File: config.mk
export PLATFORM = sky130hd
export DESIGN_NAME = pcmrv_scale
export DESIGN_NICKNAME = d
export VERILOG_FILES = /design/src/hdl/pcmrv_pkg.sv /design/src/hdl/pcmrv_scale.sv
export SDC_FILE = /design/constraint.sdc
export NUM_CORES = 1
export LEC_CHECK = 0
export BUFFER_PORTS_ARGS = -buffer_cell sky130_fd_sc_hd__buf_2
export CAP_MARGIN = 15
export CORE_UTILIZATION = 64
export DETAILED_ROUTE_END_ITERATION = 8
export PLACE_DENSITY = 0.83
export SYNTH_ARGS = -nofsm -noshare
export SYNTH_HDL_FRONTEND = slang
export SYNTH_SLANG_ARGS = --single-unit
File: constraint.sdc
create_clock -name aclk -period 10.4 [get_ports aclk]
set_input_delay 1.56 -clock aclk [delete_from_list [all_inputs] [get_ports aclk]]
set_output_delay 1.56 -clock aclk [all_outputs]
set_load 0.1 [all_outputs]
File: src/hdl/pcmrv_pkg.sv
// ----------------------------------------------------------------------------
// pcmrv_pkg
// Shared constants, command and mode codes, and the pipeline status struct
// for the PCM ring volume player.
// ----------------------------------------------------------------------------
package pcmrv_pkg;

    // Ring geometry (power of two: pointers wrap by truncation)
    localparam int RING_DEPTH = 8192;
    localparam int ADDR_W     = $clog2(RING_DEPTH);

    // Field widths
    localparam int CMD_W    = 3;
    localparam int SAMPLE_W = 16;
    localparam int VOL_W    = 7;
    localparam int MODE_W   = 2;
    localparam int FILL_W   = 13;

    // Command codes
    localparam logic [CMD_W-1:0] CMD_FEED  = 3'd0;
    localparam logic [CMD_W-1:0] CMD_TICK  = 3'd1;
    localparam logic [CMD_W-1:0] CMD_PLAY  = 3'd2;
    localparam logic [CMD_W-1:0] CMD_PAUSE = 3'd3;
    localparam logic [CMD_W-1:0] CMD_STOP  = 3'd4;

    // Play mode codes
    localparam logic [MODE_W-1:0] MODE_STOPPED = 2'd0;
    localparam logic [MODE_W-1:0] MODE_PLAYING = 2'd1;
    localparam logic [MODE_W-1:0] MODE_PAUSED  = 2'd2;

    // Volume register
    localparam logic [VOL_W-1:0] VOLUME_MAX   = 7'd100;
    localparam logic [VOL_W-1:0] VOLUME_RESET = 7'd80;

    // Scaling arithmetic: |sample * volume| < 2^22, divided by 100 through
    // a reciprocal estimate (10486 / 2^20) that is exact or one too high.
    localparam int PROD_W      = SAMPLE_W + VOL_W + 1;
    localparam int MAG_W       = 22;
    localparam int RECIP_W     = 14;
    localparam int RECIP_SHIFT = 20;
    localparam logic [RECIP_W-1:0] RECIP_MULT = 14'd10486;
    localparam int EST_W       = MAG_W + RECIP_W;
    localparam int QUOT_W      = 16;
    localparam int CHECK_W     = QUOT_W + VOL_W;
    localparam logic [VOL_W-1:0] DIVISOR = 7'd100;

    // Status that travels with each transaction down the pipeline
    typedef struct packed {
        logic              live;
        logic              popped;
        logic              accepted;
        logic [MODE_W-1:0] mode;
        logic [FILL_W-1:0] fill;
    } meta_t;

endpackage

File: src/hdl/pcmrv_scale.sv
// ----------------------------------------------------------------------------
// pcmrv_scale
// Volume scaling pipeline: multiply by volume, divide by 100 toward zero,
// and hold the finished result in the output register.
// ----------------------------------------------------------------------------
module pcmrv_scale import pcmrv_pkg::*; (
    input  logic                       aclk,
    input  logic                       aresetn,
    input  logic                       advance,
    input  meta_t                      meta_in,
    input  logic signed [SAMPLE_W-1:0] sample_in,
    input  logic [VOL_W-1:0]           volume,
    output meta_t                      meta_out,
    output logic signed [SAMPLE_W-1:0] sample_out
);

    meta_t                     meta2_reg;
    logic signed [PROD_W-1:0]  prod2_reg;
    meta_t                     meta3_reg;
    logic [MAG_W-1:0]          mag3_reg;
    logic                      neg3_reg;
    logic [QUOT_W-1:0]         quot3_reg;
    meta_t                     meta_out_reg;
    logic signed [SAMPLE_W-1:0] sample_out_reg;

    logic signed [PROD_W-1:0]  prod2_next;
    logic [PROD_W-1:0]         prod2_abs;
    logic [EST_W-1:0]          est3_full;
    logic [CHECK_W-1:0]        check3;
    logic [QUOT_W-1:0]         quot_fixed;
    logic signed [SAMPLE_W:0]  signed_quot;
    logic signed [SAMPLE_W-1:0] sample_out_next;

    // Stage 2: sample times volume
    assign prod2_next = $signed(PROD_W'(sample_in)) * $signed(PROD_W'({1'b0, volume}));

    // Stage 3: magnitude and reciprocal estimate of the quotient
    assign prod2_abs = prod2_reg[PROD_W-1] ? PROD_W'(-prod2_reg) : PROD_W'(prod2_reg);
    assign est3_full = EST_W'(prod2_abs[MAG_W-1:0]) * EST_W'(RECIP_MULT);

    // Output stage: drop the estimate by one when it overshoots, reapply sign.
    // Volume never exceeds 100, so the quotient always fits 16 bits signed.
    always_comb begin
        check3     = CHECK_W'(quot3_reg) * CHECK_W'(DIVISOR);
        quot_fixed = (check3 > CHECK_W'(mag3_reg)) ? quot3_reg - 1'b1 : quot3_reg;
        signed_quot = neg3_reg ? -$signed({1'b0, quot_fixed})
                               :  $signed({1'b0, quot_fixed});
        sample_out_next = meta3_reg.popped ? signed_quot[SAMPLE_W-1:0] : '0;
    end

    // Pipeline stages; only the stage valid bits are reset
    always_ff @(posedge aclk) begin
        if (!aresetn) begin
            meta2_reg.live    <= 1'b0;
            meta3_reg.live    <= 1'b0;
            meta_out_reg.live <= 1'b0;
        end else if (advance) begin
            meta2_reg      <= meta_in;
            prod2_reg      <= prod2_next;

            meta3_reg      <= meta2_reg;
            mag3_reg       <= prod2_abs[MAG_W-1:0];
            neg3_reg       <= prod2_reg[PROD_W-1];
            quot3_reg      <= est3_full[RECIP_SHIFT +: QUOT_W];

            meta_out_reg   <= meta3_reg;
            sample_out_reg <= sample_out_next;
        end
    end

    assign meta_out   = meta_out_reg;
    assign sample_out = sample_out_reg;

endmodule

==> results of run 1 <==
[kinds of logic after synthesis]
kind of cell / after synthesis
adder cells (fa/ha/maj): 475
buffers and inverters: 397
AND/OR/NAND/NOR: 309
AO/OA/AOI/OAI: 177
flip-flops: 132
XOR/XNOR: 88
multiplexers: 11
[metrics by stage]
step / instance area (sq um) / instances / setup WS (ns)
finish: 18100 / 2019 / 2.11
detailed placement: 17400 / 1986 / 2.18
floorplan: 16700 / 1589 / 3.10
global placement: 17400 / 1986 / 2.39
CTS: 18100 / 2018 / 2.12
global route: 18100 / 2019 / 1.70
[layout make-up]
class,instances,area share
timing repair buffer,83,0.0238
sequential,132,0.218
inverter,382,0.0793
multi-input combinational,1060,0.622
clock inverter,15,0.0112
clock buffer,17,0.0235
tap,330,0.0228
[layout by cell type (no fill, tap or decap), types with 6 or more instances in the layout]
cell type  instances
and3_1            13
nand2b_1          10
a21oi_1           52
nand3_1           17
a31oi_1            6
buf_2             77
ha_1             267
nand2_1           69
o41ai_1            9
xnor2_1           75
fa_1             208
inv_8              6
inv_1            382
xor2_1            11
and2_1            91
a21o_1             8
nor3_1            18
clkbuf_16         17
or4_1              6
o21ai_0           30
a211oi_1           8
nand4_1            8
nor2b_1            7
o21a_1             7
edfxtp_1         129
nor2_1            47
mux2i_1           11
buf_4              6
o31ai_1           11
[worst paths after layout]
check | end | start | slack (ns)
worst min register to register | meta3_reg[6] | meta2_reg[6] | 0.41
worst min-delay path | meta3_reg[6] | meta2_reg[6] | 0.41
worst max-delay path | quot3_reg[15] | prod2_reg[0] | 2.11
worst max register to register | quot3_reg[15] | prod2_reg[0] | 2.11
[critical path, delay by kind of cell (launching register included)]
| family | cells | cell delay, ns |
|---|---|---|
| AO/OA/AOI/OAI | 7 | 1.75 |
| XOR/XNOR | 2 | 0.62 |
| adder cells (fa/ha/maj) | 6 | 2.76 |
| buffers and inverters | 5 | 0.39 |
| flip-flops | 1 | 0.55 |
| AND/OR/NAND/NOR | 6 | 1.94 |
[per-layer routing]
metal,track usage,wire (um),vias up
met1,0.309,13400,5452
met3,0.0310,1110,98
met4,0.110,1120,0
met5,0,0,-
met2,0.478,17000,289
li1,-,-,5339
==> results.txt, run 1 <==
- Across the whole layout, storage elements account for 3930 sq um.
- The worst setup path is captured at a flip-flop.
* Adder-cell share of the synthesized area: 0.450
* Dominant combinational cell family by area after synthesis: adder cells
- Counting flops with a built-in enable in the synthesized netlist gives 129.
- Drt wl/cell: 16.1 um
* Max Freq: 121 MHz
* Maxcap violations: 0
* Growth of design area from synthesis to finish: 8.41%
- Buffers inserted during clock tree synthesis total 17.
- Of the post-synthesis cell area, the dominant cell type holds 0.250.
- The first global-routing pass estimated 54,700 um of wire.
- Share of cell area taken by muxes after synthesis: 0.00661
* Library cell contributing the largest single delay on the critical path: o311ai_0
* Core footprint: 25,400 sq um
* Post-cts gate resize count: 0
- The tightest hold path in the finished design has a slack of 0.415 ns.
- Clock latency on the worst-skew pair: 0.45 ns
* Final routed DRC violation total: 0
- Counting every net in the synthesized netlist gives 2,108.
- The number of global-route vias before repair is 11,890.
- Yosys warning count: 0
* Setup violations, final: 0
* Die height: 163 um
- Post-Syn Area: 16,700 sq um
- Data arrives at the worst endpoint at 8.48 ns.
* Count of pins on the block boundary: 78
- The synthesized design contains 132 register bits.
- Max FFs per register: 23
- The clock tree synthesis step divided the H-tree into 4 levels.
- Synth Area in Compound Gates: 0.0718
- Number of inserted diodes: 0
- Total congestion overflow: 0
- Data on the critical path is required at its endpoint by 10.58 ns.
- Setup fix buffers added after clock tree synthesis: 0
* Post-Synthesis Mean Instance Area: 10.5 sq um
* Ys flop type: edfxtp_1
- The final count of pins violating max slew is 0.
- Before antenna repair, the detailed router went through 5 iterations.
- CTS placed an instance of clkbuf_16 at the clock tree root.
- At the pin with the least slew margin, the transition time is 1.14 ns.
* Die width: 163 um
* Filler instances: 1,812
- TritonCTS built the clock tree.
- Worst-case reg-to-reg path depth: 26
- Counting instances in the post-synthesis netlist gives the leading cell types as 382 x inv_1, 267 x ha_1, 208 x fa_1.
- Post-DRT Antenna Nets: 0
* Cell variety after synth: 66
- Buffers added on ports: 77
- Synthesized instance count: 1,589
- Of the synthesized area, sequential elements account for 0.236.
- The wire-length estimate of the detail-placed layout is 26,700 um.
* Fraction of the cycle the final worst path needs: 0.797
* Worst relative slew slack: 0.233
- Post-synthesis share of cell area spent on xor and xnor gates: 0.0471
- Number of DRC violations after detailed-routing iteration 0: 549
* Cell type with the largest total area after synthesis: fa_1
* Die outline area: 26,700 sq um
* Result of the run: finished, final reports clean
- The congestion estimate from routability-driven global placement came to 0.857.
* Type of the tightest min-delay check: flip-flop to flip-flop
- Setup repair after global routing left no endpoint under its margin.
- In the global route stage, overall resource usage came out at 0.261.
- The worst setup path is launched from a flip-flop.
- On the final layout, the worst clock skew is 0.0169 ns.
- Final hold violation count: 0
* Final min period: 8.29 ns
- Clk sinks: 132
- In the post-synthesis netlist, the biggest area contributors are fa_1 25%, edfxtp_1 23%, ha_1 20%.
- Worst Path Max Fanout: 8
- Number of buffers on the longest clock path: 2
* CP max stage delay: 0.65 ns
- Pin count of the biggest net entering global routing: 84
- Clock-pin slew was measured on the worst setup and hold paths at 0.07 ns.
* Cell with the most instances after synthesis: inv_1
* Type of the setup path with the least slack: flip-flop to flip-flop
- Using the TritonRoute via totals, the vias-per-cell ratio works out to 5.54.
- The number of hold buffers added after CTS was 0.
- Row count: 58
- Net total in the final layout: 2,195
* Multi-input gate area: 11,200 sq um
- For the final routed database, the setup TNS stands at 0 ns.
- Share of the core filled with cells: 0.712
- Via total after detailed routing: 11,178
* Antenna violations before repair: 0
- Final WL: 32,500 um
- Asr flop ratio synth: 0
- Hold path depth: 0
* Post-Synth Simple-Gate Area: 0.0980
- Initial Util: 0.656
- Share of final-layout standard cells stronger than drive strength 1: 0.0823
Power of run 1 is left out: the tool's default activity adds up to more than one toggle a clock period on the data nets, which glitch-free logic cannot reach.
==> inputs of run 2 (changes only) <==
- ABC_AREA: unset -> 1
- CORE_UTILIZATION: 64 -> 58
- PLACE_DENSITY: 0.83 -> 0.79
- clock period: 10.4 -> 7.45 ns (I/O delays scaled with it)
==> run 2 against run 1 <==
  * The run now ends with DRC left
  * Wire length grew 8.6%
  * Clock-buffer cell count grew 4
  * Global-route usage shrank 1.7 points
  * Fmax grew 20%
  * Register-to-register slack lost 1.6 ns
  * Non-clock buffer count grew 5
  * First-iteration DRC count grew 13%
  * Clock skew grew 0.0033 ns
  * Setup slack lost 1.6 ns
  * Critical endpoint is now quot3_reg[11]
  * Largest cell class unchanged
  * Highest routed layer unchanged
==> results.txt, run 2 <==
* Result of the run: finished, violations left
* Violated checks: DRC
- Die width: 175 um (+7.4%)
- The post-synth net total came to 2,452 (+16%).
- Clock transition at the registers of the reported paths: 0.06 ns (about the same)
* Die height: 175 um (+7.4%)
- The placeable core area was 29,600 sq um (+17%).
- The met2 track demand over resource is 0.459 (-0.0185).
- Leaving out fill and tap cells, the most frequent cell in the layout is inv_1.
* Fraction of synthesized cell area taken by the top area cell type: 0.239 (-0.0110)
- The maximum root-to-sink buffer count is 2 (unchanged).
- The routed length per instance came to 14.6 um (-9.5%).
- DP HPWL: 29,500 um (+10%)
* Worst relative slew slack: 0.295 (+0.0620)
* Non-filler cells in the finished layout: 2,422 (+20%)
- The weighted congestion reported at the end of routability-driven placement was 0.913 (+6.6%).
- CP max stage delay: 0.55 ns (-0.10 ns)
- The count of cells along the worst hold path is 0 (unchanged).
* Row count: 63 (+8.6%)
- The data arrival time of the critical path came to 7.09 ns (-1.39 ns).
- In the synthesized netlist the dominant register cell turns out to be edfxtp_1.
* Final routed DRC violation total: 2 (+2)
- Buffers added on ports: 77 (unchanged)
- Number of global-route vias before repair: 13,183 (+11%)
* Setup violations, final: 0 (unchanged)
- Type of the tightest min-delay check: flip-flop to flip-flop
* Reg2Reg Capture Point: quot3_reg[11]
- The maximum fanout along the worst path is 7 (-1).
- Flops & latches, synth: 132 (unchanged)
* Share of final-layout standard cells stronger than drive strength 1: 0.0758 (-0.00651)
* Average vias per placed instance: 5.16 (-6.8%)
- Number of enable-type register cells in the synthesized netlist: 129 (unchanged)
- Setup repair after global routing could not meet its margin everywhere.
- 1st-pass router iterations: 7 (+2)
- Fraction of the cycle the final worst path needs: 0.931 (+0.133)
* Number of DRC violations after detailed-routing iteration 0: 623 (+13%)
* Via total after detailed routing: 12,500 (+12%)
* Count of pins on the block boundary: 78 (unchanged)
- Placed cells: 2,388 (+20%)
* Library cell contributing the largest single delay on the critical path: fa_1
- Clk sinks: 132 (unchanged)
* Share of the core filled with cells: 0.639 (-0.0730)
- The worst hold path terminates at meta_out[6].
- The wire length reported by the detailed router is 35,300 um (+8.6%).
* Max FFs per register: 23 (unchanged)
* Filler instances: 2,376 (+31%)
- The commonest cells after synthesis are 549 x inv_1, 316 x nand2_1, 267 x ha_1.
- The cell sitting at the root of the clock tree is a clkbuf_16.
- Worst slack at placement: 0.415 ns (-1.76 ns)
* Total congestion overflow: 0 (unchanged)
- Cell type with the largest total area after synthesis: fa_1
- Initial Util: 0.588 (-0.0679)
- Crit-path leading delay family: adder cells
* Net total in the final layout: 2,538 (+16%)
* Slew at the pin with the worst max-slew slack: 1.05 ns (-0.0923 ns)
- The number of hold-slack violations in the final timing report was 0 (unchanged).
- Worst Setup End Kind: flip-flop
* Cell with the most instances after synthesis: inv_1
* Top cells by area in the synthesized netlist: fa_1 24%, edfxtp_1 22%, ha_1 19%
* Final min period: 6.93 ns (-1.36 ns)
- Worst Hold Launch: meta3_reg[6]
* Sum of buffers and inverters on the critical path: 7 (+2)
* Antenna violations before repair: 0 (unchanged)
- Highest-count cells in the layout ignoring fill and taps: 548 x inv_1, 316 x nand2_1, 267 x ha_1
- The total routing resource utilization after global routing is 0.244 (-0.0169).
- Synthesized instance count: 1,933 (+22%)
- Final slew viol count: 0 (unchanged)
- The clock tree skew after final layout was 0.0203 ns (+0.00331 ns).
- Flop2flop setup slack: 0.52 ns (-1.59 ns)
- Level count of the clock H-tree: 4 (unchanged)
- Sequential standard cell area: 3930 sq um (unchanged)
* Type of the setup path with the least slack: flip-flop to flip-flop
* Post-Synthesis Mean Instance Area: 9.02 sq um (-14%)
- TritonCTS built the clock tree.
- The number of antenna cells inserted is 0 (unchanged).
- Post-Syn Area: 17,400 sq um (+4.6%)
* Final worst-path setup slack: 0.518 ns (-1.59 ns)
* Wire length of the first global-routing pass: 60,400 um (+10%)
- Startpoint of the most critical register-to-register path: prod2_reg[0]
- The total number of yosys warnings was 0 (unchanged).
* Clock latency on the worst-skew pair: 0.42 ns (-0.03 ns)
* Routing layer with the top usage in global route: met2
- Worst-case reg-to-reg path depth: 26 (unchanged)
- The number of gates resized after cts came to 0 (unchanged).
* Growth of design area from synthesis to finish: 8.51% (about the same)
- Cell repeated most along the worst path: inv_1
* Max Freq: 144 MHz (+20%)
* Number of buffers inserted during clock tree synthesis: 17 (unchanged)
* Met3 Resource Use GR: 0.0223 (-0.00869)
* Asr flop ratio synth: 0 (unchanged)
- The worst hold slack came to 0.413 ns (-0.00209 ns).
- The pin count of the biggest net entering global routing was 72 (-14%).
- The post-route antenna net violation count is 0 (unchanged).
- The number of max-capacitance violations reported came to 0 (unchanged).
- The met1 demand-to-capacity share in global routing was 0.294 (-0.0145).
- The data required time of the critical path is 7.60 ns (-2.98 ns).
- The number of buffers inserted to repair setup after CTS came to 0 (unchanged).
- Part of the Yosys area used for sequential elements: 0.226 (-0.0104)
- Cell variety after synth: 44 (-33%)
* Worst setup SP type: flip-flop
- Multi-input gate area: 11,400 sq um (+1.2%)
- The post-cts hold buffer count is 0 (unchanged).
- Die outline area: 30,800 sq um (+15%)
==> run 2: cell types whose count changed after synthesis, sizes merged, moves of 41 or more <==
cell and change:
and2 -92, inv +168, nand2 +264, nor2 +41, xnor2 -54, xor2 +50
==> run 2: worst max-delay path by stage <==
stage / cells after the start / from / slack, ns / end
after global placement: 25 / prod2_reg[0] / 0.49 / quot3_reg[13]
after floorplan: 28 / prod2_reg[0] / 1.28 / quot3_reg[11]
final: 26 / prod2_reg[0] / 0.52 / quot3_reg[11]
after global routing: 28 / prod2_reg[0] / -0.009 / quot3_reg[11]
after CTS: 26 / prod2_reg[0] / 0.31 / quot3_reg[11]
after detailed placement: 25 / prod2_reg[0] / 0.42 / quot3_reg[13]
==> run 2: per-stage QoR <==
| step | TNS (ns) | instance area [sq um] |
|---|---|---|
| after global placement | 0 | 18300 |
| after global routing | -0.00939 | 18900 |
| final | 0 | 18900 |
| after detailed placement | 0 | 18300 |
| after floorplan | 0 | 17400 |
| after CTS | 0 | 18900 |
==> run 2: kinds of logic (layout without fill, tap and decap cells) <==
family	count (synthesis)	in the layout	share of synthesized area
simple gates	508	508	0.125
xor+xnor	84	84	0.0422
buf+inv	571	670	0.124
compound gates	163	163	0.0530
flops	132	132	0.226
fa+ha+maj	475	475	0.430
==> run 2: final cells by class <==
type,instances,share of cell area
clock buffers,21,0.0238
clock inverters,11,0.00800
flip-flops and latches,132,0.208
multi-input cells,1230,0.601
inverters,550,0.109
repair buffers,88,0.0246
well taps,390,0.0258
==> run 2: metal layers <==
metal | vias up | share of wire
li1 | 6126 | -
met1 | 6046 | 0.42
met2 | 277 | 0.53
met3 | 51 | 0.031
met4 | 0 | 0.021
met5 | - | 0
Power of run 2 is left out for the same reason.
==> inputs of run 3 (changes only) <==
- MAX_ROUTING_LAYER: unset -> met4
==> run 3 against run 2 <==
  * The flow still finishes with violations (DRC)
  * Final cell count barely moved
  * First-iteration DRC count rose by 12%
  * Final area rose by 0.11%
  * Non-clock buffer count fell by 1
  * Register-to-register slack got worse by 0.04 ns
  * Die area did not move
  * Global-route usage rose by 1.5 points
  * Sequential cell count did not move
  * Fmax fell by 0.63%
  * Critical path depth fell by 1
  * Critical path type unchanged
==> results.txt, run 3 (synthesized netlist as in run 2, its figures left out) <==
* Antenna violations before repair: 0 (unchanged)
- The number of global-route vias before repair came to 13,376 (+1.5%).
- Final slew viol count: 0 (unchanged)
* Hold buffer count at cts: 0 (unchanged)
- Worst relative slew slack: 0.240 (-0.0549)
- Reg2Reg Capture Point: quot3_reg[12]
- The global-route wire length before repair is 61,400 um (+1.7%).
- Number of buffers on the longest clock path: 2 (unchanged)
- Hold Path Sink: meta3_reg[12]
* Drt wl/cell: 15.2 um (+4.4%)
- Clock tree from TritonCTS: yes
- Level count of the clock H-tree: 4 (unchanged)
* Hold path depth: 0 (unchanged)
* Violated checks: DRC
* 1st-pass router iterations: 7 (unchanged)
- The quantity of I/O buffers inserted on ports is 77 (unchanged).
* Max Freq: 143 MHz (-0.63%)
* Worst clock skew: 0.0305 ns (+0.0102 ns)
- Startpoint of the most critical register-to-register path: prod2_reg[0]
- Slew at the pin with the worst max-slew slack: 1.13 ns (+0.0818 ns)
- The die outline area came to 30,800 sq um (unchanged).
- Type of the tightest min-delay check: flip-flop to flip-flop
- Filler instances: 2,394 (+0.76%)
- Worst Setup End Kind: flip-flop
- Setup violations, final: 0 (unchanged)
- Clk sinks: 132 (unchanged)
* Pin count of the biggest net entering global routing: 72 (unchanged)
* Clock transition at the registers of the reported paths: 0.07 ns (about the same)
- Final hold violation count: 0 (unchanged)
- Share of the core filled with cells: 0.639 (+0.000718)
- Number of buffers inserted during clock tree synthesis: 17 (unchanged)
- Hold slack final: 0.414 ns (+0.00176 ns)
- The met3 usage is 0.0299 (+0.00758).
* Worst setup SP type: flip-flop
- Post-layout instance area: 18,900 sq um (+0.11%)
- Worst Path Max Fanout: 7 (unchanged)
- The area of all sequential standard cells is 3930 sq um (unchanged).
- The placeable core area came to 29,600 sq um (unchanged).
- The number of max-capacitance violations reported came to 0 (unchanged).
* Share of final-layout standard cells stronger than drive strength 1: 0.0768 (+0.00102)
* Count of pins on the block boundary: 78 (unchanged)
- Flop2flop setup slack: 0.47 ns (-0.04 ns)
- The data required time of the critical path came to 7.62 ns (+0.02 ns).
* Die width: 175 um (unchanged)
- Fraction of the cycle the final worst path needs: 0.936 (+0.00594)
- The standard cell area after detailed placement is 18,300 sq um (unchanged).
- Commonest non-fill, non-tap cell in the layout: inv_1
- The number of cell instances on the worst register-to-register path came to 25 (-3.8%).
* Worst Hold Launch: meta2_reg[12]
* Total congestion overflow: 0 (unchanged)
- DP HPWL: 30,000 um (+1.8%)
* Row count: 63 (unchanged)
- Initial Util: 0.588 (unchanged)
- Clock latency on the worst-skew pair: 0.43 ns (about the same)
- Growth of design area from synthesis to finish: 8.63%
* Final min period: 6.98 ns (+0.0443 ns)
- The library cells used most frequently in the layout, excluding fill and tap cells, are 548 x inv_1, 316 x nand2_1, 267 x ha_1.
- The total number of nets in the final design came to 2,537 (-0.039%).
* Max FFs per register: 23 (unchanged)
* Final routed DRC violation total: 2 (unchanged)
- In this run the most used layer during global routing was met2.
- Fraction of met2 tracks used by global routing: 0.465 (+0.00595)
- The total via count after detailed routing is 12,620 (+0.96%).
- The initial DRC count was 696 (+12%).
- Number of inserted diodes: 0 (unchanged)
- Final WL: 36,900 um (+4.3%)
- The vertical die dimension is 175 um (unchanged).
- Final weighted congestion in routability-driven placement: 0.920 (+0.73%)
* Multi-input gate area: 11,400 sq um (about the same)
* Overall fraction of global-route tracks in use: 0.260 (+0.0153)
- Average vias per placed instance: 5.21 (+1.0%)
- The critical path is of the flip-flop to flip-flop type.
- In this run the clock root is driven by a clkbuf_16.
- The flow ran to the end, but the final reports show violations.
- The met1 demand-to-capacity share in global routing is 0.295 (+0.000753).
- Post-DRT Antenna Nets: 0 (unchanged)
* Critical path data arrival time: 7.14 ns (+0.05 ns)
-- run 3: cell types whose count changed in the layout (fill, tap and decap cells not counted), moves of 2 or more --
cell	delta
clkbuf_1	-2
inv_8	+3
clkinvlp_4	-2
inv_6	+3
-- run 3: area by class of cell --
type                       count  area share
sequential                   132       0.208
tap                          390      0.0258
multi-input combinational   1230       0.600
timing repair buffer          87      0.0243
clock inverter                14      0.0101
inverter                     550       0.109
clock buffer                  18      0.0227
-- run 3: critical path: stages (launching register included) --
cell and delay [ns]:
edfxtp_1 0.50, inv_1 0.17, nand3_1 0.12, nor2_1 0.14, nand3_1 0.12, nor2_1 0.10, nand2_1 0.08, nor2_1 0.15
nor2_1 0.09, xor2_1 0.77, ha_1 0.41, fa_1 0.57, fa_1 0.47, fa_1 0.50, inv_1 0.05, fa_1 0.56
inv_1 0.05, ha_1 0.31, nand2_1 0.08, nor2_1 0.18, nand4_1 0.12, o21ai_0 0.30, a31oi_1 0.20, o21bai_1 0.34
a21oi_1 0.14, xor2_1 0.17
-- run 3: worst max-delay path by stage --
stage / to / cells after the start / from
2_1_floorplan: quot3_reg[11] / 28 / prod2_reg[0]
3_3_place_gp: quot3_reg[13] / 25 / prod2_reg[0]
3_5_place_dp: quot3_reg[11] / 26 / prod2_reg[0]
4_1_cts: quot3_reg[11] / 26 / prod2_reg[0]
5_1_grt: quot3_reg[12] / 25 / prod2_reg[0]
6_report: quot3_reg[12] / 25 / prod2_reg[0]
-- run 3: metrics by stage --
| stage | std cells | setup TNS, ns | setup WS [ns] |
|---|---|---|---|
| after floorplan | 1933 | 0 | 1.28 |
| after global placement | 2388 | 0 | 0.501 |
| after detailed placement | 2388 | 0 | 0.320 |
| after CTS | 2420 | 0 | 0.271 |
| after global routing | 2421 | -0.0507 | -0.0282 |
| final | 2421 | 0 | 0.473 |
-- run 3: metal layers --
metal  wire length [um]  share of wire
met5                  0              0
met4               1260          0.034
met3               1210          0.033
met2              19200           0.52
met1              15200           0.41
-- run 3: repair_timing --
item	4_1_cts	5_1_grt
resized for setup	0	5
hold endpoints to repair	0	0
buffers inserted	0	0
setup endpoints to repair	0	12
Power of run 3 is left out for the same reason.
